$ cat config.mk
export PLATFORM = sky130hd
export DESIGN_NAME = proximity_track_table
export DESIGN_NICKNAME = d
export VERILOG_FILES = /design/src/design/ptt_pkg.sv /design/src/design/ptt_ram.sv /design/src/design/ptt_front.sv /design/src/design/ptt_back.sv /design/src/design/proximity_track_table.sv
export SDC_FILE = /design/constraint.sdc
export NUM_CORES = 2
export LEC_CHECK = 0
export BUFFER_PORTS_ARGS = -buffer_cell sky130_fd_sc_hd__buf_2
export CAP_MARGIN = 20
export CORE_UTILIZATION = 30
export DETAILED_ROUTE_END_ITERATION = 12
export GPL_ROUTABILITY_DRIVEN = 0
export PLACE_DENSITY = 0.54
export SETUP_SLACK_MARGIN = 0.4
export SYNTH_ARGS = -nofsm -noshare
export SYNTH_HDL_FRONTEND = slang
export SYNTH_SLANG_ARGS = --single-unit
$ cat constraint.sdc
create_clock -name i_clk -period 8.9 [get_ports i_clk]
set_input_delay 1.78 -clock i_clk [delete_from_list [all_inputs] [get_ports i_clk]]
set_output_delay 1.78 -clock i_clk [all_outputs]
set_load 0.02 [all_outputs]
$ cat src/design/ptt_pkg.sv
package ptt_pkg;

    localparam int TABLE_DEPTH = 16;
    localparam int ID_MODULUS  = 1000;
    localparam int QUEUE_DEPTH = 2;

    localparam int COORD_W   = 13;
    localparam int CENTRE_W  = COORD_W + 1;
    localparam int FRAME_W   = 32;
    localparam int ID_W      = 10;
    localparam int CFG_W     = 8;
    localparam int REMOVED_W = 5;
    localparam int IDX_W     = (TABLE_DEPTH > 1) ? $clog2(TABLE_DEPTH) : 1;
    localparam int CNT_W     = $clog2(TABLE_DEPTH + 1);
    localparam int QPTR_W    = (QUEUE_DEPTH > 1) ? $clog2(QUEUE_DEPTH) : 1;
    localparam int QCNT_W    = $clog2(QUEUE_DEPTH + 1);

    localparam logic OP_BOX   = 1'b0;
    localparam logic OP_PURGE = 1'b1;

    localparam logic CFG_KEEP_LIMIT   = 1'b0;
    localparam logic CFG_MATCH_RADIUS = 1'b1;

    typedef struct packed {
        logic [CFG_W-1:0] keep_limit;
        logic [CFG_W-1:0] match_radius;
    } t_cfg;

    typedef struct packed {
        logic                       op;
        logic signed [CENTRE_W-1:0] cx;
        logic signed [CENTRE_W-1:0] cy;
        logic [FRAME_W-1:0]         frame;
    } t_item;

    typedef struct packed {
        logic signed [CENTRE_W-1:0] cx;
        logic signed [CENTRE_W-1:0] cy;
        logic [FRAME_W-1:0]         frame;
        logic [ID_W-1:0]            id;
    } t_entry;

    localparam int ENTRY_W = $bits(t_entry);

endpackage

$ cat src/design/ptt_ram.sv
module ptt_ram #(
    parameter int WIDTH = 8,
    parameter int DEPTH = 16,
    parameter int ADDR_W = (DEPTH > 1) ? $clog2(DEPTH) : 1
) (
    input  logic              i_clk,
    input  logic              i_we,
    input  logic [ADDR_W-1:0] i_waddr,
    input  logic [WIDTH-1:0]  i_wdata,
    input  logic [ADDR_W-1:0] i_raddr,
    output logic [WIDTH-1:0]  o_rdata
);

    logic [WIDTH-1:0] r_mem [DEPTH];
    logic [WIDTH-1:0] r_rdata;

    always_ff @(posedge i_clk) begin
        if (i_we) begin
            r_mem[i_waddr] <= i_wdata;
        end
        r_rdata <= r_mem[i_raddr];
    end

    assign o_rdata = r_rdata;

endmodule

$ cat src/design/ptt_front.sv
module ptt_front (
    input  logic                                i_clk,
    input  logic                                i_rst_n,
    input  logic                                start,
    output logic                                busy,
    input  logic                                i_op,
    input  logic signed [ptt_pkg::COORD_W-1:0]  i_box_left,
    input  logic signed [ptt_pkg::COORD_W-1:0]  i_box_top,
    input  logic signed [ptt_pkg::COORD_W-1:0]  i_box_right,
    input  logic signed [ptt_pkg::COORD_W-1:0]  i_box_bottom,
    input  logic [ptt_pkg::FRAME_W-1:0]         i_frame_number,
    output logic                                o_q_valid,
    output ptt_pkg::t_item                      o_q_item,
    input  logic                                i_q_pop
);

    ptt_pkg::t_item              r_queue [ptt_pkg::QUEUE_DEPTH];
    logic [ptt_pkg::QPTR_W-1:0]  r_wr_ptr;
    logic [ptt_pkg::QPTR_W-1:0]  r_rd_ptr;
    logic [ptt_pkg::QCNT_W-1:0]  r_count;
    ptt_pkg::t_item              in_item;
    logic                        push;
    logic                        pop;

    always_comb begin
        in_item.op    = i_op;
        in_item.cx    = ptt_pkg::CENTRE_W'(i_box_left) + ptt_pkg::CENTRE_W'(i_box_right);
        in_item.cy    = ptt_pkg::CENTRE_W'(i_box_top) + ptt_pkg::CENTRE_W'(i_box_bottom);
        in_item.frame = i_frame_number;
    end

    assign busy      = (r_count == ptt_pkg::QCNT_W'(ptt_pkg::QUEUE_DEPTH));
    assign push      = start && !busy;
    assign o_q_valid = (r_count != '0);
    assign pop       = i_q_pop && o_q_valid;
    assign o_q_item  = r_queue[r_rd_ptr];

    always_ff @(posedge i_clk) begin
        if (!i_rst_n) begin
            r_wr_ptr <= '0;
            r_rd_ptr <= '0;
            r_count  <= '0;
        end else begin
            if (push) begin
                r_queue[r_wr_ptr] <= in_item;
                r_wr_ptr <= (r_wr_ptr == ptt_pkg::QPTR_W'(ptt_pkg::QUEUE_DEPTH - 1)) ?
                            '0 : r_wr_ptr + 1'b1;
            end
            if (pop) begin
                r_rd_ptr <= (r_rd_ptr == ptt_pkg::QPTR_W'(ptt_pkg::QUEUE_DEPTH - 1)) ?
                            '0 : r_rd_ptr + 1'b1;
            end
            if (push && !pop) begin
                r_count <= r_count + 1'b1;
            end else if (pop && !push) begin
                r_count <= r_count - 1'b1;
            end
        end
    end

endmodule

$ cat src/design/ptt_back.sv
module ptt_back (
    input  logic                            i_clk,
    input  logic                            i_rst_n,
    input  ptt_pkg::t_cfg                   i_cfg,
    input  logic                            i_q_valid,
    input  ptt_pkg::t_item                  i_q_item,
    output logic                            o_q_pop,
    output logic                            o_strobe,
    output logic [ptt_pkg::ID_W-1:0]        o_track_id,
    output logic                            o_is_new,
    output logic                            o_table_full,
    output logic [ptt_pkg::REMOVED_W-1:0]   o_removed_count
);

    typedef enum logic [0:0] {
        S_IDLE,
        S_SCAN
    } t_state;

    t_state                        r_state, n_state;
    ptt_pkg::t_item                r_item, n_item;
    logic [ptt_pkg::CNT_W-1:0]     r_fill, n_fill;
    logic [ptt_pkg::CNT_W-1:0]     r_rd_idx, n_rd_idx;
    logic [ptt_pkg::CNT_W-1:0]     r_chk_idx, n_chk_idx;
    logic                          r_chk_valid, n_chk_valid;
    logic [ptt_pkg::CNT_W-1:0]     r_keep, n_keep;
    logic [ptt_pkg::CNT_W-1:0]     r_removed, n_removed;
    logic [ptt_pkg::ID_W-1:0]      r_next_id, n_next_id;
    logic                          r_strobe, n_strobe;
    logic [ptt_pkg::ID_W-1:0]      r_track_id, n_track_id;
    logic                          r_is_new, n_is_new;
    logic                          r_table_full, n_table_full;
    logic [ptt_pkg::REMOVED_W-1:0] r_removed_count, n_removed_count;

    logic                          ram_we;
    logic [ptt_pkg::IDX_W-1:0]     ram_waddr;
    ptt_pkg::t_entry               ram_wdata;
    logic [ptt_pkg::ENTRY_W-1:0]   ram_rdata;
    ptt_pkg::t_entry               cur;

    logic signed [ptt_pkg::CENTRE_W+1:0] dx, dy, lim;
    logic [ptt_pkg::FRAME_W:0]           age_sum;
    logic                                live;
    logic                                close;
    logic                                last;
    logic [ptt_pkg::ID_W:0]              id_inc;

    ptt_ram #(
        .WIDTH (ptt_pkg::ENTRY_W),
        .DEPTH (ptt_pkg::TABLE_DEPTH)
    ) u_ram (
        .i_clk   (i_clk),
        .i_we    (ram_we),
        .i_waddr (ram_waddr),
        .i_wdata (ram_wdata),
        .i_raddr (r_rd_idx[ptt_pkg::IDX_W-1:0]),
        .o_rdata (ram_rdata)
    );

    assign cur     = ptt_pkg::t_entry'(ram_rdata);
    assign dx      = (ptt_pkg::CENTRE_W+2)'(cur.cx) - (ptt_pkg::CENTRE_W+2)'(r_item.cx);
    assign dy      = (ptt_pkg::CENTRE_W+2)'(cur.cy) - (ptt_pkg::CENTRE_W+2)'(r_item.cy);
    assign lim     = $signed({{(ptt_pkg::CENTRE_W+1-ptt_pkg::CFG_W){1'b0}},
                              i_cfg.match_radius, 1'b0});
    assign close   = (dx < lim) && (dx > -lim) && (dy < lim) && (dy > -lim);
    assign age_sum = {1'b0, cur.frame} + (ptt_pkg::FRAME_W+1)'(i_cfg.keep_limit);
    assign live    = (age_sum >= {1'b0, r_item.frame});
    assign last    = ((r_chk_idx + 1'b1) == r_fill);
    assign id_inc  = {1'b0, r_next_id} + 1'b1;

    always_comb begin
        n_state         = r_state;
        n_item          = r_item;
        n_fill          = r_fill;
        n_rd_idx        = r_rd_idx;
        n_chk_idx       = r_chk_idx;
        n_chk_valid     = 1'b0;
        n_keep          = r_keep;
        n_removed       = r_removed;
        n_next_id       = r_next_id;
        n_strobe        = 1'b0;
        n_track_id      = r_track_id;
        n_is_new        = r_is_new;
        n_table_full    = r_table_full;
        n_removed_count = r_removed_count;
        o_q_pop         = 1'b0;
        ram_we          = 1'b0;
        ram_waddr       = r_fill[ptt_pkg::IDX_W-1:0];
        ram_wdata.cx    = r_item.cx;
        ram_wdata.cy    = r_item.cy;
        ram_wdata.frame = r_item.frame;
        ram_wdata.id    = r_next_id;

        unique case (r_state)
            S_IDLE: begin
                if (i_q_valid) begin
                    o_q_pop   = 1'b1;
                    n_item    = i_q_item;
                    n_rd_idx  = '0;
                    n_keep    = '0;
                    n_removed = '0;
                    n_state   = S_SCAN;
                end
            end
            S_SCAN: begin
                if (r_rd_idx < r_fill) begin
                    n_chk_valid = 1'b1;
                    n_chk_idx   = r_rd_idx;
                    n_rd_idx    = r_rd_idx + 1'b1;
                end
                if (r_item.op == ptt_pkg::OP_PURGE) begin
                    if (r_fill == '0 || (r_chk_valid && last)) begin
                        n_keep    = r_keep;
                        n_removed = r_removed;
                        if (r_chk_valid) begin
                            if (live) begin
                                n_keep = r_keep + 1'b1;
                            end else begin
                                n_removed = r_removed + 1'b1;
                            end
                        end
                        n_fill          = n_keep;
                        n_strobe        = 1'b1;
                        n_track_id      = '0;
                        n_is_new        = 1'b0;
                        n_table_full    = 1'b0;
                        n_removed_count = ptt_pkg::REMOVED_W'(n_removed);
                        n_state         = S_IDLE;
                    end else if (r_chk_valid) begin
                        if (live) begin
                            n_keep = r_keep + 1'b1;
                        end else begin
                            n_removed = r_removed + 1'b1;
                        end
                    end
                    if (r_chk_valid && live) begin
                        ram_we       = 1'b1;
                        ram_waddr    = r_keep[ptt_pkg::IDX_W-1:0];
                        ram_wdata    = cur;
                    end
                end else begin
                    if (r_chk_valid && close && live) begin
                        ram_we          = 1'b1;
                        ram_waddr       = r_chk_idx[ptt_pkg::IDX_W-1:0];
                        ram_wdata.id    = cur.id;
                        n_strobe        = 1'b1;
                        n_track_id      = cur.id;
                        n_is_new        = 1'b0;
                        n_table_full    = 1'b0;
                        n_removed_count = '0;
                        n_state         = S_IDLE;
                    end else if (r_fill == '0 || (r_chk_valid && last)) begin
                        n_next_id = (id_inc == (ptt_pkg::ID_W+1)'(ptt_pkg::ID_MODULUS)) ?
                                    '0 : id_inc[ptt_pkg::ID_W-1:0];
                        if (r_fill < ptt_pkg::CNT_W'(ptt_pkg::TABLE_DEPTH)) begin
                            ram_we       = 1'b1;
                            n_fill       = r_fill + 1'b1;
                            n_table_full = 1'b0;
                        end else begin
                            n_table_full = 1'b1;
                        end
                        n_strobe        = 1'b1;
                        n_track_id      = r_next_id;
                        n_is_new        = 1'b1;
                        n_removed_count = '0;
                        n_state         = S_IDLE;
                    end
                end
            end
            default: n_state = S_IDLE;
        endcase
    end

    always_ff @(posedge i_clk) begin
        if (!i_rst_n) begin
            r_state     <= S_IDLE;
            r_fill      <= '0;
            r_next_id   <= '0;
            r_chk_valid <= 1'b0;
            r_strobe    <= 1'b0;
        end else begin
            r_state         <= n_state;
            r_item          <= n_item;
            r_fill          <= n_fill;
            r_rd_idx        <= n_rd_idx;
            r_chk_idx       <= n_chk_idx;
            r_chk_valid     <= n_chk_valid;
            r_keep          <= n_keep;
            r_removed       <= n_removed;
            r_next_id       <= n_next_id;
            r_strobe        <= n_strobe;
            r_track_id      <= n_track_id;
            r_is_new        <= n_is_new;
            r_table_full    <= n_table_full;
            r_removed_count <= n_removed_count;
        end
    end

    assign o_strobe        = r_strobe;
    assign o_track_id      = r_track_id;
    assign o_is_new        = r_is_new;
    assign o_table_full    = r_table_full;
    assign o_removed_count = r_removed_count;

endmodule

$ cat src/design/proximity_track_table.sv
// Track association table for detection boxes. An item is taken when start is
// high and busy is low; busy rises only while the two-beat input queue is full.
// Each item yields one result, shown on the result ports for a single cycle with
// o_strobe high; the receiver cannot stall, so sample it then. Box and purge
// items scan the stored entries through a single-read-port table memory, one entry
// per cycle: all stored entries (0 to 16) unless a box item matches an earlier one.
// The back end takes a new item from the queue only once it is done with the last
// one. Write configuration only while the block is idle.
module proximity_track_table (
    input  logic                                i_clk,
    input  logic                                i_rst_n,
    input  logic                                start,
    output logic                                busy,
    input  logic                                i_op,
    input  logic signed [ptt_pkg::COORD_W-1:0]  i_box_left,
    input  logic signed [ptt_pkg::COORD_W-1:0]  i_box_top,
    input  logic signed [ptt_pkg::COORD_W-1:0]  i_box_right,
    input  logic signed [ptt_pkg::COORD_W-1:0]  i_box_bottom,
    input  logic [ptt_pkg::FRAME_W-1:0]         i_frame_number,
    output logic                                o_strobe,
    output logic [ptt_pkg::ID_W-1:0]            o_track_id,
    output logic                                o_is_new,
    output logic                                o_table_full,
    output logic [ptt_pkg::REMOVED_W-1:0]       o_removed_count,
    input  logic                                i_cfg_valid,
    output logic                                o_cfg_ready,
    input  logic                                i_cfg_index,
    input  logic [ptt_pkg::CFG_W-1:0]           i_cfg_data
);

    ptt_pkg::t_cfg  r_cfg;
    ptt_pkg::t_item q_item;
    logic           q_valid;
    logic           q_pop;

    assign o_cfg_ready = 1'b1;

    always_ff @(posedge i_clk) begin
        if (!i_rst_n) begin
            r_cfg.keep_limit   <= ptt_pkg::CFG_W'(10);
            r_cfg.match_radius <= ptt_pkg::CFG_W'(10);
        end else if (i_cfg_valid && o_cfg_ready) begin
            unique case (i_cfg_index)
                ptt_pkg::CFG_KEEP_LIMIT:   r_cfg.keep_limit   <= i_cfg_data;
                ptt_pkg::CFG_MATCH_RADIUS: r_cfg.match_radius <= i_cfg_data;
                default: ;
            endcase
        end
    end

    ptt_front u_front (
        .i_clk          (i_clk),
        .i_rst_n        (i_rst_n),
        .start          (start),
        .busy           (busy),
        .i_op           (i_op),
        .i_box_left     (i_box_left),
        .i_box_top      (i_box_top),
        .i_box_right    (i_box_right),
        .i_box_bottom   (i_box_bottom),
        .i_frame_number (i_frame_number),
        .o_q_valid      (q_valid),
        .o_q_item       (q_item),
        .i_q_pop        (q_pop)
    );

    ptt_back u_back (
        .i_clk           (i_clk),
        .i_rst_n         (i_rst_n),
        .i_cfg           (r_cfg),
        .i_q_valid       (q_valid),
        .i_q_item        (q_item),
        .o_q_pop         (q_pop),
        .o_strobe        (o_strobe),
        .o_track_id      (o_track_id),
        .o_is_new        (o_is_new),
        .o_table_full    (o_table_full),
        .o_removed_count (o_removed_count)
    );

endmodule

==> results.json <==
{
  "grt_pass1_vias": 30900,
  "rsz0062_at_grt": "false",
  "synth_top_area_share_pct": 67.9,
  "yosysMostFrequentCell": "edfxtp_1",
  "grt-ovfl-total": 0,
  "num_antenna_cells": 0,
  "skew_ns": 0.0498,
  "dp_hpwl_um": 84700,
  "drt_pass1_iterations": 5,
  "wirelength_um": 142000,
  "slew_headroom_pct": 24.2,
  "area_growth_pct": 16.7,
  "dp_slack_ns": 1.35,
  "status": "finished clean",
  "crit_type": "register to register",
  "grt_max_degree": 115,
  "die_area_mm2": 0.199,
  "period_share_pct": 84.8,
  "die_w_um": 446,
  "fin_setup_tns_ns": 0,
  "hold_violations": 0,
  "async_flop_share_pct": 0,
  "slew_violations": 0,
  "syn-cell-area_mm2": 0.0592,
  "power.leakage_nw": 22.5,
  "drtIter0Drc": 2037,
  "ir_worst_vdd_mv": 0.203,
  "yosys_warnings": 0,
  "cts_hold_buf": 0,
  "layout_min_cycle_time_ns": 7.55,
  "grt_pass1_wl_um": 210000,
  "route.detailed.wl_per_inst_um": 23.0,
  "netlist_instances": 3166,
  "yosysSeqAreaShare_pct": 71.6,
  "clock_latency_ns": 0.80,
  "ant_nets": 0,
  "worstMarginPinSlew_ns": 1.14,
  "drc": 0,
  "cts_tree": "done",
  "cts_buffers": 154,
  "ios": 118,
  "drive_above_1_share_pct": 25.8,
  "p_per_area_mw_per_mm2": 293,
  "ctsResizeCount": 0,
  "synth_largest_area_cell": "edfxtp_1",
  "crit_arrival_ns": 7.98,
  "antenna_found_initial": 7,
  "postSynthAreaPerCell_um2": 18.7,
  "final_cell_count_no_fill": 6173,
  "htree_num_levels": 4,
  "synth_cell_types": 84,
  "start_util_pct": 30.3,
  "cts.sinks": 1448,
  "hold_class": "register to register",
  "synth_edf_count": 1340,
  "fmax_ghz": 0.132,
  "finalNetCount": 3675,
  "ys_top_cells_by_area": "edfxtp_1 68%, mux4_2 13%, dfxtp_1 3.6%, ha_1 3.2%, mux2_2 1.3%",
  "clk_pin_slew_ns": 0.06,
  "post-cts-setup-buffers": 0,
  "place_inst": 5880,
  "grt_usage_pct": 14.4,
  "core-area_mm2": 0.196,
  "setup_viol": 0,
  "ys.flop_type": "edfxtp_1",
  "vias": 29800,
  "critPathLaunchType": "register",
  "via_per_inst": 4.82,
  "end_kind": "register",
  "crit_required_ns": 9.33,
  "cts_root_buf": "clkbuf_16",
  "synth_nets": 3420,
  "ys_ff_latch": 1448,
  "die_y_um": 446,
  "maxCapViolCount": 0,
  "yosys-top-cells-count": "1340 x edfxtp_1, 350 x mux4_2, 152 x nand2_1, 151 x ha_1, 127 x inv_1",
  "clock_path_buffers": 3,
  "setup_ws_ns": 1.35,
  "crit_fanout": 49,
  "row_count": 162,
  "fin_util_pct": 35.4,
  "portBuffers": 116
}
[metrics by stage]
stage / cell area [um^2] / hold slack, ns / power (mW)
3_3_place_gp: 63700 / 0.445 / 13.9
5_1_grt: 69200 / 0.480 / 21.3
4_1_cts: 69100 / 0.460 / 20.6
3_5_place_dp: 63800 / 0.452 / 13.9
6_report: 69200 / 0.456 / 20.3
2_1_floorplan: 59200 / 0.436 / 12.2
[layout make-up]
cell class,count,area [um^2]
Inverter,127,478
Fill cell,18200,126000
Multi-Input combinational cell,1467,16000
Clock inverter,87,1070
Timing Repair Buffer,223,1700
Clock buffer,197,4190
Tap cell,2624,3280
Sequential cell,1448,42400
[flip-flops by register name, summed over array words and instances, names as in the netlist, 2 cells and up]
name,flops
u_back.r_next_id,10
u_front.r_count,2
u_back.r_chk_idx,5
u_front.r_queue,122
u_back.r_fill,5
u_back.r_rd_idx,5
u_back.r_removed,5
u_back.u_ram.o_rdata,70
u_back.r_keep,5
u_back.r_item,61
u_back.u_ram.r_mem,1120
u_back.o_removed_count,5
u_back.o_track_id,10
r_cfg,16
[cells in the final DEF (no fill, tap or decap), types with 10 or more instances in the layout]
master,n
nand4_1,21
nor2_1,102
xor2_1,22
clkinv_2,29
inv_1,126
clkbuf_8,14
dfxtp_1,107
nand2b_1,11
buf_4,77
nand3_1,42
nor2_4,13
nor2b_1,22
nor3_1,23
a21boi_0,10
nor4_1,10
bufinv_16,14
ha_1,151
buf_2,116
mux2i_1,15
o21ai_0,79
a211oi_1,11
clkbuf_1,28
clkbuf_16,156
a21o_1,17
mux4_2,350
buf_12,23
nand2_1,152
o211ai_1,18
edfxtp_1,1340
xnor2_1,68
a21oi_1,91
clkinv_1,21
mux2_2,71
o21ai_1,28
o21a_1,11
[path summary, 6_finish.rpt]
kind	slack (ns)	cells past startpoint	to	startpoint
worst max-delay path	1.35	23	u_back.u_ram.r_mem[14][47]	r_cfg[9]
worst max register to register	1.35	23	u_back.u_ram.r_mem[14][47]	r_cfg[9]
worst min-delay path	0.46	2	r_cfg[5]	r_cfg[5]
worst min register to register	0.46	2	r_cfg[5]	r_cfg[5]
[critical path, stage by stage, from the launching register on]
cell and delay [ns]:
dfxtp_1 0.34, ha_1 0.29, a21o_1 0.16, a21oi_1 0.21, o21bai_1 0.09, a21oi_1 0.23
o21bai_1 0.09, a21oi_1 0.23, o21bai_1 0.20, and2_1 0.34, and4_1 0.24, xor2_1 0.14
ha_1 0.29, nand3_1 0.13, nor4_1 0.44, inv_1 0.12, o211a_2 0.40, or4_4 0.61
a211oi_4 0.21, buf_4 0.35, mux2_1 0.37, nand4b_1 0.44, and3b_4 0.77, buf_12 0.41
[logic make-up (layout without fill, tap and decap cells)]
| kind of cell | count (synthesis) | in the layout | share of synthesized area [%] |
|---|---|---|---|
| flops | 1448 | 1448 | 71.6 |
| simple gates | 453 | 453 | 3.63 |
| mux | 442 | 442 | 15.0 |
| compound gates | 325 | 325 | 3.46 |
| buf+inv | 251 | 634 | 1.62 |
| fa+ha+maj | 156 | 156 | 3.36 |
| xor+xnor | 90 | 90 | 1.33 |
| other cells | 1 | 1 | 0.00633 |
[layer usage]
| layer | vias to the layer above | global-route usage (%) | wire length [um] |
|---|---|---|---|
| met5 | - | 0 | 13 |
| met4 | 2 | 3.96 | 2890 |
| met3 | 169 | 2.45 | 6130 |
| met2 | 725 | 23.5 | 69000 |
| met1 | 15600 | 19.6 | 64100 |
| li1 | 13300 | - | - |
[where the power goes]
group	total (mW)	internal, mW	switching (mW)
Combinational	5.16	2.17	2.99
Clock	6.56	3.79	2.77
Sequential	8.57	8.27	0.307
Total	20.3	14.2	6.07
Power figures use the tool's default switching activity.
